$ cat config.mk
export PLATFORM = sky130hd
export DESIGN_NAME = pic_front
export DESIGN_NICKNAME = d
export VERILOG_FILES = /design/src/rtl/pic_pkg.sv /design/src/rtl/pic_front.sv
export SDC_FILE = /design/constraint.sdc
export NUM_CORES = 1
export LEC_CHECK = 0
export BUFFER_PORTS_ARGS = -buffer_cell sky130_fd_sc_hd__buf_2
export CAP_MARGIN = 30
export CORE_AREA = 5 5 70 72
export CTS_BUF_LIST = sky130_fd_sc_hd__clkbuf_16
export DETAILED_ROUTE_END_ITERATION = 12
export DIE_AREA = 0 0 75 77
export PLACE_DENSITY = 0.79
export SLEW_MARGIN = 20
export SYNTH_ARGS = -nofsm -noshare
export SYNTH_HDL_FRONTEND = slang
export SYNTH_SLANG_ARGS = --single-unit
export TNS_END_PERCENT = 10
$ cat constraint.sdc
create_clock -name clk_i -period 5.1 [get_ports clk_i]
set_input_delay 1.02 -clock clk_i [delete_from_list [all_inputs] [get_ports clk_i]]
set_output_delay 1.02 -clock clk_i [all_outputs]
set_load 0.02 [all_outputs]
$ cat src/rtl/pic_pkg.sv
// Shared types and constants for the prioritized interrupt controller.
package pic_pkg;

  localparam int NumSources  = 96;
  localparam int BitsPerBank = 32;
  localparam int NumBanks    = 3;
  localparam int SrcW        = 7;

  localparam logic [5:0]  PrioMask     = 6'h3F;
  localparam logic [7:0]  NoPrio       = 8'hFF;
  localparam logic [31:0] SpuriousCode = 32'hFFFF_FF80;

  // top-level register offsets
  localparam logic [9:0] RegRevision   = 10'h000;
  localparam logic [9:0] RegSysConfig  = 10'h010;
  localparam logic [9:0] RegStatus     = 10'h014;
  localparam logic [9:0] RegIrqSource  = 10'h040;
  localparam logic [9:0] RegFiqSource  = 10'h044;
  localparam logic [9:0] RegControl    = 10'h048;
  localparam logic [9:0] RegProtection = 10'h04C;
  localparam logic [9:0] RegIdle       = 10'h050;
  localparam logic [9:0] RegIrqPrio    = 10'h060;
  localparam logic [9:0] RegFiqPrio    = 10'h064;
  localparam logic [9:0] RegThreshold  = 10'h068;

  // bank and priority word areas
  localparam logic [9:0] BankBase   = 10'h080;
  localparam logic [9:0] BankStride = 10'h020;
  localparam logic [9:0] PrioBase   = 10'h100;

  // register slots within one bank
  localparam logic [4:0] SlotRaw     = 5'h00;
  localparam logic [4:0] SlotMask    = 5'h04;
  localparam logic [4:0] SlotMaskClr = 5'h08;
  localparam logic [4:0] SlotMaskSet = 5'h0C;
  localparam logic [4:0] SlotSoftSet = 5'h10;
  localparam logic [4:0] SlotSoftClr = 5'h14;
  localparam logic [4:0] SlotPendIrq = 5'h18;
  localparam logic [4:0] SlotPendFiq = 5'h1C;

  typedef enum logic [1:0] {
    ActRead  = 2'd0,
    ActWrite = 2'd1,
    ActRaise = 2'd2,
    ActDrop  = 2'd3
  } action_e;

  typedef enum logic [1:0] {
    ErrOk       = 2'd0,
    ErrUnmapped = 2'd1,
    ErrRange    = 2'd2,
    ErrFiq      = 2'd3
  } error_e;

  typedef struct packed {
    logic [1:0]  action;
    logic [9:0]  address;
    logic [31:0] write_data;
    logic [6:0]  source;
  } in_item_t;

  typedef struct packed {
    logic [31:0] read_data;
    logic        irq_request;
    logic [1:0]  error;
  } out_item_t;

endpackage

$ cat src/rtl/pic_front.sv
// Front part: accepts transactions and registers them before queuing.
module pic_front (
  input  logic              clk_i,
  input  logic              rst_ni,
  input  logic              in_valid_i,
  output logic              in_stall_o,
  input  pic_pkg::in_item_t in_data_i,
  input  logic              q_full_i,
  output logic              q_push_o,
  output pic_pkg::in_item_t q_data_o
);
  import pic_pkg::*;

  // one skid register parts the input from the queue
  logic     vld_q;
  in_item_t item_q;

  assign in_stall_o = vld_q && q_full_i;
  assign q_push_o   = vld_q && !q_full_i;
  assign q_data_o   = item_q;

  always_ff @(posedge clk_i or negedge rst_ni) begin
    if (!rst_ni) begin
      vld_q <= 1'b0;
    end else if (!in_stall_o) begin
      vld_q <= in_valid_i;
    end
  end

  always_ff @(posedge clk_i) begin
    if (!in_stall_o && in_valid_i) item_q <= in_data_i;
  end
endmodule

==> results.py <==
metrics = {
    "status": {
        "status": "finished clean",
    },
    "routing": {
        "drt-pass1-iter-count": 3,
        "post-route-drc-count": 0,
        "drt_iter0_drc": 32,
        "routed_via_density": 4.174,
        "drtAntennaViolNets": 0,
        "routed_wl_mm": 3.084,
        "num_vias": 935,
        "wl_per_cell_um": 13.77,
    },
    "floorplanning": {
        "initial_core_util_pct": 37.53,
        "dieArea_um2": 5775,
        "die_h_um": 77,
        "std_cell_rows": 24,
        "die_x_um": 75,
        "io-pin-count": 108,
        "core_area_um2": 4234,
    },
    "global_route": {
        "grt_max_degree": 52,
        "grt_pass1_wl_mm": 4.767,
        "antenna_found_initial": 0,
        "track_usage_pct": 11.43,
        "grt-ovfl-total": 0,
        "grt_pass1_vias": 996,
    },
    "finish": {
        "n_antenna_cell": 0,
        "mostFrequentLayoutCell": "buf_2",
        "final_cell_mix": "107 x buf_2, 51 x edfxtp_1, 5 x clkbuf_16",
        "nFillCells": 334,
        "drive_gt1_share_pct": 69.19,
        "stdcell_area_um2": 2372,
        "area_growth_pct": 49.29,
        "finalNetCount": 226,
    },
    "timing": {
        "period_minus_slack_ns": 2.535,
        "finalSetupViolCount": 0,
        "hold_viol_final": 0,
        "final.period_utilization_pct": 49.70,
        "finalSetupTns_ns": 0,
        "timing.fmax_mhz": 394.5,
        "maxSlewHeadroom_pct": 59.20,
        "fin_worst_skew_ns": 0.006976,
        "slew_viol_final": 0,
        "worst_pin_slew_ns": 0.6120,
        "rsz0062_at_grt": "false",
    },
    "pwr": {
        "vdd_ir_drop_max_v": 0.0002226,
        "p_leak_nw": 1.030,
        "power_density_nw_per_um2": 399.5,
    },
    "clock_tree": {
        "cts_num_sinks": 52,
        "cts_hold_buf": 0,
        "cts_tree": "yes",
        "clk_path_buf_depth": 2,
        "post_cts_buffers": 0,
        "clockRootBuffer": "clkbuf_16",
        "clk_pin_slew_ns": 0.06,
        "worst_skew_pair.late_latency_ns": 0.28,
        "cts_inserted_buffers": 5,
        "postCtsResizedCells": 0,
        "htree_num_levels": 2,
    },
    "place": {
        "place_area_um2": 2208,
        "gp_congestion": 0.6544,
        "numPortBuffers": 107,
    },
    "critical_path": {
        "crit_chain": "buf_2, and2b_2, buf_2",
        "path_buf_inv": 2,
        "worstPathMaxFanout": 4,
        "rr_worst_depth": 2,
        "crit_path_frequent_cell": "buf_2",
        "max_stage_delay_ns": 0.21,
        "crit_required_ns": 4.08,
        "worst-setup-path-type": "in -> out",
        "start_kind": "primary input",
        "crit_arrival_ns": 1.51,
        "cp-end-kind": "output pin",
        "cp_slowest_cell": "and2b_2",
        "cp_top_family": "buffers and inverters",
        "crit_cells": 3,
    },
    "worst_hold_path": {
        "hp-class": "in -> async",
    },
    "logic_synthesis": {
        "synth_area_um2": 1589,
        "avgSynthCellArea_um2": 28.38,
        "yosysUniqueCellTypes": 6,
        "ys_ff_latch": 52,
        "synth_cells": 56,
        "synth-warning-count": 0,
        "synth_nets": 111,
        "yosysSeqAreaShare_pct": 97.95,
    },
    "run": {
        "maxCapViolations": 0,
    },
}
final cells by class:
class                      instances  area, um^2  area share, %
timing repair buffer             108       543.0          22.89
multi-input combinational          4       43.79          1.846
clock inverter                     3       38.79          1.635
sequential                        52        1556          65.61
tap                               52       65.06          2.743
clock buffer                       5       125.1          5.274
through the flow:
stage	hold WS [ns]	util [%]	power [mW]	worst slack, ns	cells
4_1_cts	0.4936	56.03	0.9585	2.566	224
5_1_grt	0.4797	56.03	0.9919	2.546	224
2_1_floorplan	0.4865	-	0.5548	1.146	56
3_5_place_dp	0.5742	52.16	0.5991	2.568	216
3_3_place_gp	0.5687	52.16	0.5960	2.572	216
6_report	0.4980	56.03	0.9476	2.565	224
where the power goes:
part           switching (mW)  internal [mW]  leakage [nW]
clock                   0.131          0.228        0.0850
sequential            0.00498          0.498         0.496
combinational          0.0533         0.0316         0.448
total                   0.190          0.758          1.03
flip-flops by register name, indices dropped and copies added (netlist names):
register  flops
q_data_o     51
vld_q         1
path summary, 6_finish.rpt:
check                          endpoint  slack, ns      from
max                            q_push_o       2.57  q_full_i
min                               vld_q       0.50    rst_ni
max reg2reg                q_data_o[49]       3.63     vld_q
min reg2reg                       vld_q       0.58     vld_q
max in group asynchronous         vld_q       4.52    rst_ni
min in group clk_i                vld_q       0.58     vld_q
worst reg2reg max path: stages (launching register included):
cell      delay (ns)
dfrtp_1         0.42
a21boi_4        0.13
buf_4           0.52
cells by family (layout without fill, tap and decap cells):
family	after synthesis	in the layout	synth area share, %
AOI/OAI and AO/OA	2	2	1.024
buffers and inverters	0	116	0
and+or+nand+nor	2	2	1.024
DFF	52	52	97.95
synthesized netlist by cell type:
cell type	number	area (um^2)
and2_2	1	7.510
a21boi_0	1	7.510
dfrtp_1	1	25.02
and2b_2	1	8.760
a21o_2	1	8.760
edfxtp_1	51	1531
layer usage:
metal | track usage (%) | vias up | wire length (um)
met5 | 0 | - | 0
li1 | - | 450 | -
met4 | 4.804 | 0 | 38
met1 | 10.75 | 418 | 891
met2 | 18.64 | 63 | 1633
met3 | 7.974 | 4 | 520
Note: power is estimated with default switching activity, not from simulation.
