$ cat config.mk
export PLATFORM = sky130hd
export DESIGN_NAME = pic_fifo
export DESIGN_NICKNAME = d
export VERILOG_FILES = /design/src/rtl/pic_pkg.sv /design/src/rtl/pic_fifo.sv
export SDC_FILE = /design/constraint.sdc
export NUM_CORES = 1
export LEC_CHECK = 0
export BUFFER_PORTS_ARGS = -buffer_cell sky130_fd_sc_hd__buf_2
export CAP_MARGIN = 0
export CORE_UTILIZATION = 35
export CTS_CLUSTER_SIZE = 14
export DETAILED_ROUTE_END_ITERATION = 8
export GPL_ROUTABILITY_DRIVEN = 0
export SLEW_MARGIN = 20
export SYNTH_ARGS = -nofsm -noshare
export SYNTH_HDL_FRONTEND = slang
export SYNTH_SLANG_ARGS = --single-unit
$ cat constraint.sdc
create_clock -name clk_i -period 7.5 [get_ports clk_i]
set_input_delay 2.25 -clock clk_i [delete_from_list [all_inputs] [get_ports clk_i]]
set_output_delay 2.25 -clock clk_i [all_outputs]
set_load 0.05 [all_outputs]
$ cat src/rtl/pic_pkg.sv
// Shared types and constants for the prioritized interrupt controller.
package pic_pkg;

  localparam int NumSources  = 96;
  localparam int BitsPerBank = 32;
  localparam int NumBanks    = 3;
  localparam int SrcW        = 7;

  localparam logic [5:0]  PrioMask     = 6'h3F;
  localparam logic [7:0]  NoPrio       = 8'hFF;
  localparam logic [31:0] SpuriousCode = 32'hFFFF_FF80;

  // top-level register offsets
  localparam logic [9:0] RegRevision   = 10'h000;
  localparam logic [9:0] RegSysConfig  = 10'h010;
  localparam logic [9:0] RegStatus     = 10'h014;
  localparam logic [9:0] RegIrqSource  = 10'h040;
  localparam logic [9:0] RegFiqSource  = 10'h044;
  localparam logic [9:0] RegControl    = 10'h048;
  localparam logic [9:0] RegProtection = 10'h04C;
  localparam logic [9:0] RegIdle       = 10'h050;
  localparam logic [9:0] RegIrqPrio    = 10'h060;
  localparam logic [9:0] RegFiqPrio    = 10'h064;
  localparam logic [9:0] RegThreshold  = 10'h068;

  // bank and priority word areas
  localparam logic [9:0] BankBase   = 10'h080;
  localparam logic [9:0] BankStride = 10'h020;
  localparam logic [9:0] PrioBase   = 10'h100;

  // register slots within one bank
  localparam logic [4:0] SlotRaw     = 5'h00;
  localparam logic [4:0] SlotMask    = 5'h04;
  localparam logic [4:0] SlotMaskClr = 5'h08;
  localparam logic [4:0] SlotMaskSet = 5'h0C;
  localparam logic [4:0] SlotSoftSet = 5'h10;
  localparam logic [4:0] SlotSoftClr = 5'h14;
  localparam logic [4:0] SlotPendIrq = 5'h18;
  localparam logic [4:0] SlotPendFiq = 5'h1C;

  typedef enum logic [1:0] {
    ActRead  = 2'd0,
    ActWrite = 2'd1,
    ActRaise = 2'd2,
    ActDrop  = 2'd3
  } action_e;

  typedef enum logic [1:0] {
    ErrOk       = 2'd0,
    ErrUnmapped = 2'd1,
    ErrRange    = 2'd2,
    ErrFiq      = 2'd3
  } error_e;

  typedef struct packed {
    logic [1:0]  action;
    logic [9:0]  address;
    logic [31:0] write_data;
    logic [6:0]  source;
  } in_item_t;

  typedef struct packed {
    logic [31:0] read_data;
    logic        irq_request;
    logic [1:0]  error;
  } out_item_t;

endpackage

$ cat src/rtl/pic_fifo.sv
// Two-entry queue between the front and back parts.
module pic_fifo (
  input  logic              clk_i,
  input  logic              rst_ni,
  input  logic              push_i,
  input  pic_pkg::in_item_t data_i,
  output logic              full_o,
  input  logic              pop_i,
  output logic              empty_o,
  output pic_pkg::in_item_t data_o
);
  import pic_pkg::*;

  in_item_t   mem_q [2];
  logic       wp_q, rp_q;
  logic [1:0] cnt_q;

  assign full_o  = (cnt_q == 2'd2);
  assign empty_o = (cnt_q == 2'd0);
  assign data_o  = mem_q[rp_q];

  // storage
  always_ff @(posedge clk_i) begin
    if (push_i) mem_q[wp_q] <= data_i;
  end

  // pointers and count
  always_ff @(posedge clk_i or negedge rst_ni) begin
    if (!rst_ni) begin
      wp_q <= 1'b0; rp_q <= 1'b0; cnt_q <= 2'd0;
    end else begin
      if (push_i) wp_q <= ~wp_q;
      if (pop_i)  rp_q <= ~rp_q;
      if (push_i && !pop_i)      cnt_q <= cnt_q + 2'd1;
      else if (pop_i && !push_i) cnt_q <= cnt_q - 2'd1;
    end
  end
endmodule

==> flow_metrics.tcl, run 1 <==
set metrics [dict create \
    clk_path_buf_depth 2 \
    ctsHoldBuffers 0 \
    muxShareOfSynthArea_pct 18.41 \
    p_leak_uw 0.002044 \
    ys_types 13 \
    hp-class "reg2reg" \
    drc_errors 0 \
    n_antenna_cell 0 \
    post_cts_buffers 0 \
    path_cells "mux2_2 > buf_2" \
    fin_util_pct 44.11 \
    synth_xor_area_share_pct 1.063 \
    antenna_left 0 \
    synth_area_leaders "edfxtp_1, mux2_4, buf_12" \
    ir_worst_vdd_mv 0.2101 \
    antenna_found_initial 0 \
    dieHeight_microns 110.5 \
    cts_buffers 9 \
    synthSimpleGateAreaFrac_pct 0.6379 \
    relSlewSlack_pct 34.51 \
    fin_ws_ns 3.183 \
    root_buffer "clkbuf_16" \
    critPathLaunchType "register" \
    multi_input_area_sq_um 849.6 \
    synthCells 175 \
    synth_area_sq_um 4119 \
    htree_levels 3 \
    synth_top_area_cell "edfxtp_1" \
    yosysTopAreaCellShare_pct 74.36 \
    finalCriticalPeriod_ns 4.317 \
    synth-edff-count 102 \
    start_util_pct 35.92 \
    status "finished, final reports clean" \
    ioPinCount 108 \
    cts_resized 0 \
    grt_pass1_vias 1966 \
    holdWs_ns 0.4916 \
    tightest_slew_ns 0.9824 \
    area_delta_synth_final_pct 22.81 \
    critPathRequiredTime_ns 5.25 \
    synthFlopType "edfxtp_1" \
    finalPower_uw 2262 \
    overflow 0 \
    portBuffers 107 \
    vias_per_cell 4.362 \
    crit_fanout 52 \
    grt_max_degree 53 \
    vias 1906 \
    fin_worst_skew_ns 0.003315 \
    drtIter0Drc 51 \
    first_pass_iters 4 \
    core_area_sq_um 11470 \
    syn_area_per_cell_sq_um 23.54 \
    rsz0062_at_grt "no" \
    grt_pass1_wl_mm 9.922 \
    fin_crit_sh_pct 57.57 \
    fmax_ghz 0.2316 \
    synth-compound-area-share_pct 0 \
    pre_cts_slack_ns 3.521 \
    fp-row-count 39 \
    final_layout_size_suffix_gt1_share_pct 59.86 \
    cts_tree "done" \
    yosysSeqAreaShare_pct 76.79 \
    slowest_stage "dfrtp_4" \
    yosys-top-cells-count "edfxtp_1, mux2_4, buf_12" \
    synth_top_family_by_area "multiplexers" \
    fin_nets 345 \
    dieArea_sq_um 12210 \
    cp_slowest_stage_delay_ns 1.08 \
    clkLatencyLatePin_ns 0.33 \
    cp.arrival_ns 2.07 \
    fillerInstances 1005 \
    yosysMostFrequentCell "edfxtp_1" \
    crit_path_end_kind "primary output" \
    finalWirelength_mm 6.288 \
    hold_viol 0 \
    path_clk_slew_ns 0.06 \
    syn_nets 231 \
    async_flop_share_pct 3.774 \
    yosys_register_bits 106 \
    dieWidth_microns 110.5 \
    grt.total_usage_pct 10.83 \
    tns_ns 0 \
    regArea_sq_um 3167 \
    report.final.slew_viol_count 0 \
    synthAdderAreaFrac_pct 0.3038 \
    yosys_warnings 0 \
    power_density_nw_per_um2 447.2 \
    setup_violations 0 \
    worst-setup-path-type "reg2out" \
    cts.sinks 106 \
    wl_per_cell_microns 14.39 \
    max-cap-violations 0 \
]
[critical path, delay by kind of cell, from the launching register on]
family | cells | cell delay [ns]
multiplexers | 1 | 0.41
flip-flops | 1 | 1.08
buffers and inverters | 1 | 0.21
[routing by layer]
metal	vias up	routed length [microns]	share of wire, %	track usage (%)
li1	909	-	-	-
met1	918	2781	44	13.35
met2	69	2986	47	16.65
met3	10	419	6.7	4.226
met4	0	100	1.6	5.156
met5	-	0	0	0
[kinds of logic after synthesis]
family        Yosys count
buf+inv                 7
xor+xnor                5
simple gates            5
flops                 106
mux                    51
fa+ha+maj               1
[path summary, 6_finish.rpt]
path	from	endpoint	slack [ns]	depth (start not counted)
worst max register to register	wp_q$_DFFE_PN0P_	mem_q[1][8]$_DFFE_PP_	5.98	2
worst max-delay path	rp_q$_DFFE_PN0P_	data_o[43]	3.18	2
min in group asynchronous	rst_ni	cnt_q[1]$_DFFE_PN0P_	1.71	1
worst min-delay path	cnt_q[1]$_DFFE_PN0P_	cnt_q[1]$_DFFE_PN0P_	0.49	1
worst min register to register	cnt_q[1]$_DFFE_PN0P_	cnt_q[1]$_DFFE_PN0P_	0.49	1
max in group asynchronous	rst_ni	rp_q$_DFFE_PN0P_	5.66	1
[per-stage QoR]
| step | std cells | area (sq um) |
|---|---|---|
| CTS | 437 | 5059 |
| finish | 437 | 5059 |
| global route | 437 | 5059 |
| detailed placement | 421 | 4750 |
| floorplan | 175 | 4119 |
| global placement | 421 | 4750 |
[layout make-up]
class,instances,area share [%]
Sequential cell,106,62.60
Multi-Input combinational cell,62,16.79
Timing Repair Buffer,109,10.88
Clock buffer,9,4.452
Tap cell,143,3.537
Clock inverter,7,1.657
Inverter,1,0.07420
[cells in the final DEF (no fill, tap or decap), types with 2 or more instances in the layout]
cell / count
nor2_1: 2
buf_4: 2
clkinv_1: 3
buf_2: 107
clkbuf_16: 9
xor2_1: 4
bufinv_16: 2
edfxtp_1: 102
dfrtp_1: 3
mux2_4: 49
mux2_2: 2
[power breakdown]
group          leakage (uW)  internal (uW)  switching [uW]
Sequential          0.00100            789             109
Combinational      0.000893            306             577
Clock              0.000148            288             193
[sequential cells by signal (all words and copies together) (netlist names)]
name	count
mem_q	102
cnt_q	2
rp_q	1
wp_q	1
(Power assumes the default switching activity.)
==> inputs of run 2 (changes only) <==
Settings changed: ABC_AREA set to 1.
Clock period 7.5 ns to 3.58 ns, I/O delays scaled along.
==> run 2 against run 1 <==
  * First-iteration DRC count decreased by 22%
  * Global-route usage increased by 0.48 points
  * Cell area increased by 1.2%
  * Highest routed layer unchanged
  * Final cell count grew 2.3%
  * Wire length is 7.3% higher
  * Sequential share of layout area decreased by 0.72 points
  * Register-to-register slack lost 3.9 ns
  * Sequential power rose by 100%
  * Area after synthesis is 0.49% higher
  * Clock-buffer cell count rose by 1
  * Via count grew 4.7%
  * Critical path depth grew 1
==> flow_metrics.tcl, run 2 <==
set metrics [dict create \
    status "finished, final reports clean" \
    yosysMostFrequentCell "edfxtp_1" \
    path_depth 3 \
    ctsHoldBuffers 0 \
    path_cells "buf_4 > mux2_4 > buf_2" \
    rsz0062_at_grt "no" \
    ir_worst_vdd_mv 0.4422 \
    largestRegisters "mem_q: 102 flops, cnt_q: 2 flops" \
    fp-row-count 39 \
    p_leak_uw 0.002086 \
    fin_nets 356 \
    n_antenna_cell 0 \
    met2_usage_pct 18.55 \
    yosysSeqAreaShare_pct 76.42 \
    finalPower_uw 4788 \
    clkLatencyLatePin_ns 0.33 \
    slowest_stage "dfrtp_4" \
    worstHoldPathCells 2 \
    max-cap-violations 0 \
    htree_levels 3 \
    layout_commonest_cell "buf_2" \
    top_register "mem_q" \
    start_util_pct 36.09 \
    tns_ns 0 \
    finalWirelength_mm 6.749 \
    use_met1_pct 13.67 \
    fillerInstances 999 \
    cts.sinks 106 \
    synth_area_sq_um 4139 \
    async_flop_share_pct 3.774 \
    root_buffer "clkbuf_16" \
    synthCells 184 \
    first_pass_iters 6 \
    yosys_warnings 0 \
    synth_top_area_cell "edfxtp_1" \
    vias_per_cell 4.465 \
    cts_tree "done" \
    relSlewSlack_pct 57.60 \
    path_clk_slew_ns 0.07 \
    cp_num_buf_inv 2 \
    dieHeight_microns 110.7 \
    report.final.slew_viol_count 0 \
    crit_path_end_kind "primary output" \
    drc_errors 0 \
    clk_path_buf_depth 2 \
    portBuffers 107 \
    cts_resized 0 \
    fmax_ghz 0.3187 \
    syn_area_per_cell_sq_um 22.49 \
    fin_crit_sh_pct 87.64 \
    ys_types 14 \
    crit_fanout 34 \
    fin_ws_ns 0.4426 \
    overflow 0 \
    setup_violations 0 \
    wl_per_cell_microns 15.10 \
    regArea_sq_um 3167 \
    grt.total_usage_pct 11.31 \
    final_layout_size_suffix_gt1_share_pct 58.55 \
    dpl.cell_count 432 \
    synth_area_leaders "edfxtp_1, mux2_4, buf_12" \
    cp.arrival_ns 2.06 \
    yosys-top-cells-count "edfxtp_1, mux2_4, inv_1" \
    most-common-layout-cells "buf_2, edfxtp_1, mux2_4, clkbuf_16, inv_1" \
    multi_input_area_sq_um 845.8 \
    antenna_left 0 \
    grt_pass1_vias 2043 \
    yosys_register_bits 106 \
    cts_buffers 9 \
    fin_cells 447 \
    synthFlopType "edfxtp_1" \
    hold_viol 0 \
    critPathLaunchType "register" \
    tightest_slew_ns 0.6360 \
    yosysTopAreaCellShare_pct 74.00 \
    cp_top_family "flip-flops" \
    finalCriticalPeriod_ns 3.137 \
    rr_worst_depth 2 \
    dieWidth_microns 110.7 \
    worst-setup-path-type "reg2out" \
    cp_slowest_stage_delay_ns 0.84 \
    syn_nets 240 \
    dieArea_sq_um 12260 \
    final_area_sq_um 5117 \
    hp-class "reg2reg" \
    ioPinCount 108 \
    antenna_found_initial 0 \
    hpwl_mm 4.393 \
    grt_pass1_wl_mm 10.39 \
    grt_max_degree 39 \
    largest_reg_flops 102 \
    use_met3_pct 3.171 \
    vias 1996 \
    top_usage_layer "met2" \
    dpl-instance-area_sq_um 4808 \
    power_density_nw_per_um2 935.6 \
    fin_worst_skew_ns 0.007543 \
    post_cts_buffers 0 \
    core_area_sq_um 11470 \
    critPathRequiredTime_ns 2.51 \
    area_delta_synth_final_pct 23.64 \
    drtIter0Drc 40 \
    pre_cts_slack_ns 0.7595 \
    synth-edff-count 102 \
]
run 2: cell count changes after synthesis, sizes merged:
cell / before / now
inv: 1 / 7
nand2: 0 / 5
nor2b: 2 / 0
xor2: 4 / 2
and2: 1 / 0
nand3: 0 / 1
nand4: 0 / 1
nor2: 2 / 3
run 2: path summary, 6_finish.rpt:
check,from,endpoint,slack [ns]
max in group asynchronous,rst_ni,rp_q$_DFFE_PN0P_,2.91
min in group asynchronous,rst_ni,rp_q$_DFFE_PN0P_,0.53
max reg2reg,wp_q$_DFFE_PN0P_,mem_q[0][37]$_DFFE_PP_,2.12
min,cnt_q[1]$_DFFE_PN0P_,cnt_q[1]$_DFFE_PN0P_,0.50
min reg2reg,cnt_q[1]$_DFFE_PN0P_,cnt_q[1]$_DFFE_PN0P_,0.50
max,rp_q$_DFFE_PN0P_,data_o[7],0.44
run 2: stage by stage:
| step | hold slack, ns | util, % |
|---|---|---|
| 5_1_grt | 0.5255 | 44.63 |
| 4_1_cts | 0.5022 | 44.63 |
| 3_3_place_gp | 0.4810 | 41.93 |
| 2_1_floorplan | 0.4631 | - |
| 3_5_place_dp | 0.4883 | 41.93 |
| 6_report | 0.5016 | 44.63 |
run 2: area by class of cell:
class / count / area share [%]
Inverter: 7 / 0.5134
Sequential cell: 106 / 61.88
Clock buffer: 10 / 4.474
Clock inverter: 5 / 1.565
Multi-Input combinational cell: 65 / 16.53
Timing Repair Buffer: 111 / 11.54
Tap cell: 143 / 3.496
run 2: logic make-up (layout without fill, tap and decap cells):
kind of cell / after synthesis / after routing / share of synthesized area (%)
flops: 106 / 106 / 76.42
fa+ha+maj: 1 / 1 / 0.3022
buf+inv: 13 / 133 / 3.325
mux: 51 / 51 / 18.32
simple gates: 10 / 10 / 0.9976
xor+xnor: 3 / 3 / 0.6349
run 2: power breakdown:
group	leakage, uW	internal, uW	switching, uW
Sequential	0.00100	1650	172
Clock	0.000146	608	415
Combinational	0.000936	655	1290
Total	0.00209	2910	1880
run 2: worst reg2reg max path: stages (launching register included):
cell and delay, ns:
dfrtp_1 0.43, nor2_4 0.40, buf_12 0.31
run 2: per-layer routing:
layer  share of wire [%]  up-vias
li1                    -      938
met1                  44      977
met2                  48       69
met3                 5.7       12
met4                 1.8        0
met5                   0        -
==> inputs of run 3 (changes only) <==
Settings changed: CORE_UTILIZATION 35 to 49, CTS_BUF_LIST set to sky130_fd_sc_hd__clkbuf_8, PLACE_DENSITY set to 0.78.
==> run 3 against run 2 <==
  * Clock skew is 0.0015 ns lower
  * Register-to-register slack worse by 0.11 ns
  * Wire length down 9.6%
  * Die area down 28%
  * Highest routed layer unchanged
  * Critical path type unchanged
  * Sequential cell count unchanged
==> flow_metrics.tcl, run 3 (synthesized netlist as in run 2, its figures left out) <==
set metrics [dict create \
    top_register "mem_q" \
    cts.sinks 106 \
    post_cts_buffers 0 \
    fin_crit_sh_pct 83.84 \
    worst-setup-path-type "reg2out" \
    hp-class "in2async" \
    largest_reg_flops 102 \
    met2_usage_pct 25.30 \
    power_density_nw_per_um2 894.9 \
    core_area_sq_um 8175 \
    tns_ns 0 \
    hold_viol 0 \
    ctsHoldBuffers 0 \
    antenna_found_initial 1 \
    cts_resized 0 \
    finalWirelength_mm 6.101 \
    clk_path_buf_depth 2 \
    setup_violations 0 \
    max-cap-violations 0 \
    wl_per_cell_microns 14.77 \
    grt_pass1_vias 1924 \
    fp-row-count 33 \
    grt_pass1_wl_mm 9.073 \
    ir_worst_vdd_mv 0.5705 \
    final_layout_size_suffix_gt1_share_pct 58.31 \
    first_pass_iters 6 \
    fillerInstances 631 \
    use_met1_pct 15.64 \
    path_clk_slew_ns 0.09 \
    combPwrFrac_pct 44.4 \
    crit_path_end_kind "primary output" \
    crit_fanout 22 \
    cts_buffers 9 \
    most-common-layout-cells "buf_2, edfxtp_1, mux2_4, inv_1, clkbuf_8" \
    rsz0062_at_grt "no" \
    cts_tree "done" \
    dieHeight_microns 93.91 \
    fin_worst_skew_ns 0.006056 \
    final_area_sq_um 4952 \
    drtIter0Drc 67 \
    swShare_pct 40.85 \
    power.clock.fraction_pct 15.3 \
    critPathLaunchType "register" \
    power_switching_uw 1811 \
    fmax_ghz 0.3332 \
    layout_commonest_cell "buf_2" \
    root_buffer "clkbuf_8" \
    r2r_end "mem_q[1][43]$_DFFE_PP_" \
    relSlewSlack_pct 56.64 \
    antenna_left 0 \
    tightest_slew_ns 0.6494 \
    p_leak_uw 0.002051 \
    top_usage_layer "met2" \
    area_delta_synth_final_pct 19.65 \
    rr_startpoint "wp_q$_DFFE_PN0P_" \
    clkLatencyLatePin_ns 0.34 \
    finalCriticalPeriod_ns 3.001 \
    ioPinCount 108 \
    hpwl_mm 4.152 \
    status "finished, final reports clean" \
    intPower_uw 2621 \
    htree_levels 3 \
    vias 1954 \
    cp.arrival_ns 1.93 \
    dpl-instance-area_sq_um 4763 \
    dieWidth_microns 93.91 \
    critPathRequiredTime_ns 2.51 \
    pwr-share-seq_pct 40.3 \
    use_met3_pct 4.045 \
    rrSetupSlack_ns 2.01 \
    report.final.slew_viol_count 0 \
    vias_per_cell 4.731 \
    drc_errors 0 \
    grt.total_usage_pct 14.28 \
    rr_worst_depth 3 \
    largestRegisters "mem_q: 102 flops, cnt_q: 2 flops" \
    grt_max_degree 31 \
    fin_nets 358 \
    dieArea_sq_um 8818 \
    start_util_pct 50.63 \
    portBuffers 107 \
    overflow 0 \
]
## run 3: metal layers
metal / routed length [microns] / up-vias
met1: 2481 / 941
met3: 356 / 6
met4: 85 / 0
met2: 3178 / 67
met5: 0 / -
li1: - / 940
## run 3: metrics by stage
stage | power [uW] | cells | hold slack (ns) | worst slack [ns] | utilization (%)
final | 4432 | 413 | 0.5174 | 0.5786 | 60.58
after global routing | 4605 | 412 | 0.4954 | 0.5015 | 60.54
after CTS | 4482 | 412 | 0.5014 | 0.5385 | 60.54
after detailed placement | 3805 | 396 | 0.4997 | 0.9304 | 58.26
after global placement | 3777 | 396 | 0.4776 | 0.9375 | 58.26
after floorplan | 3534 | 184 | 0.4631 | 0.7423 | -
## run 3: area by class of cell
| type | instances | area, sq um | share of cell area [%] |
|---|---|---|---|
| Sequential cell | 106 | 3167 | 63.95 |
| Tap cell | 105 | 131.4 | 2.653 |
| Clock buffer | 9 | 123.9 | 2.501 |
| Clock inverter | 7 | 62.56 | 1.263 |
| Multi-Input combinational cell | 65 | 845.8 | 17.08 |
| Antenna cell | 1 | 2.502 | 0.05053 |
| Inverter | 7 | 26.28 | 0.5306 |
| Timing Repair Buffer | 113 | 593.1 | 11.98 |
## run 3: how the worst max path moves through the flow
stage | start | endpoint | slack [ns] | cells past startpoint
2_1_floorplan | push_i | mem_q[0][0]$_DFFE_PP_ | 0.74 | 2
3_3_place_gp | rp_q$_DFFE_PN0P_ | data_o[44] | 0.94 | 3
3_5_place_dp | rp_q$_DFFE_PN0P_ | data_o[44] | 0.93 | 3
4_1_cts | rp_q$_DFFE_PN0P_ | data_o[44] | 0.54 | 3
5_1_grt | rp_q$_DFFE_PN0P_ | data_o[44] | 0.50 | 3
6_report | rp_q$_DFFE_PN0P_ | data_o[44] | 0.58 | 3
## run 3: worst max-delay path: stages, from the launching register on
cell and delay [ns]:
dfrtp_4 0.70, buf_4 0.32, mux2_2 0.35, buf_2 0.21
## run 3: power by group through the flow
stage	logic (uW)	registers [uW]	clock network, uW
6_report	1970	1780	680
5_1_grt	2050	1810	741
4_1_cts	1990	1790	702
2_1_floorplan	1800	1730	0
3_3_place_gp	1970	1800	0
3_5_place_dp	1980	1820	0
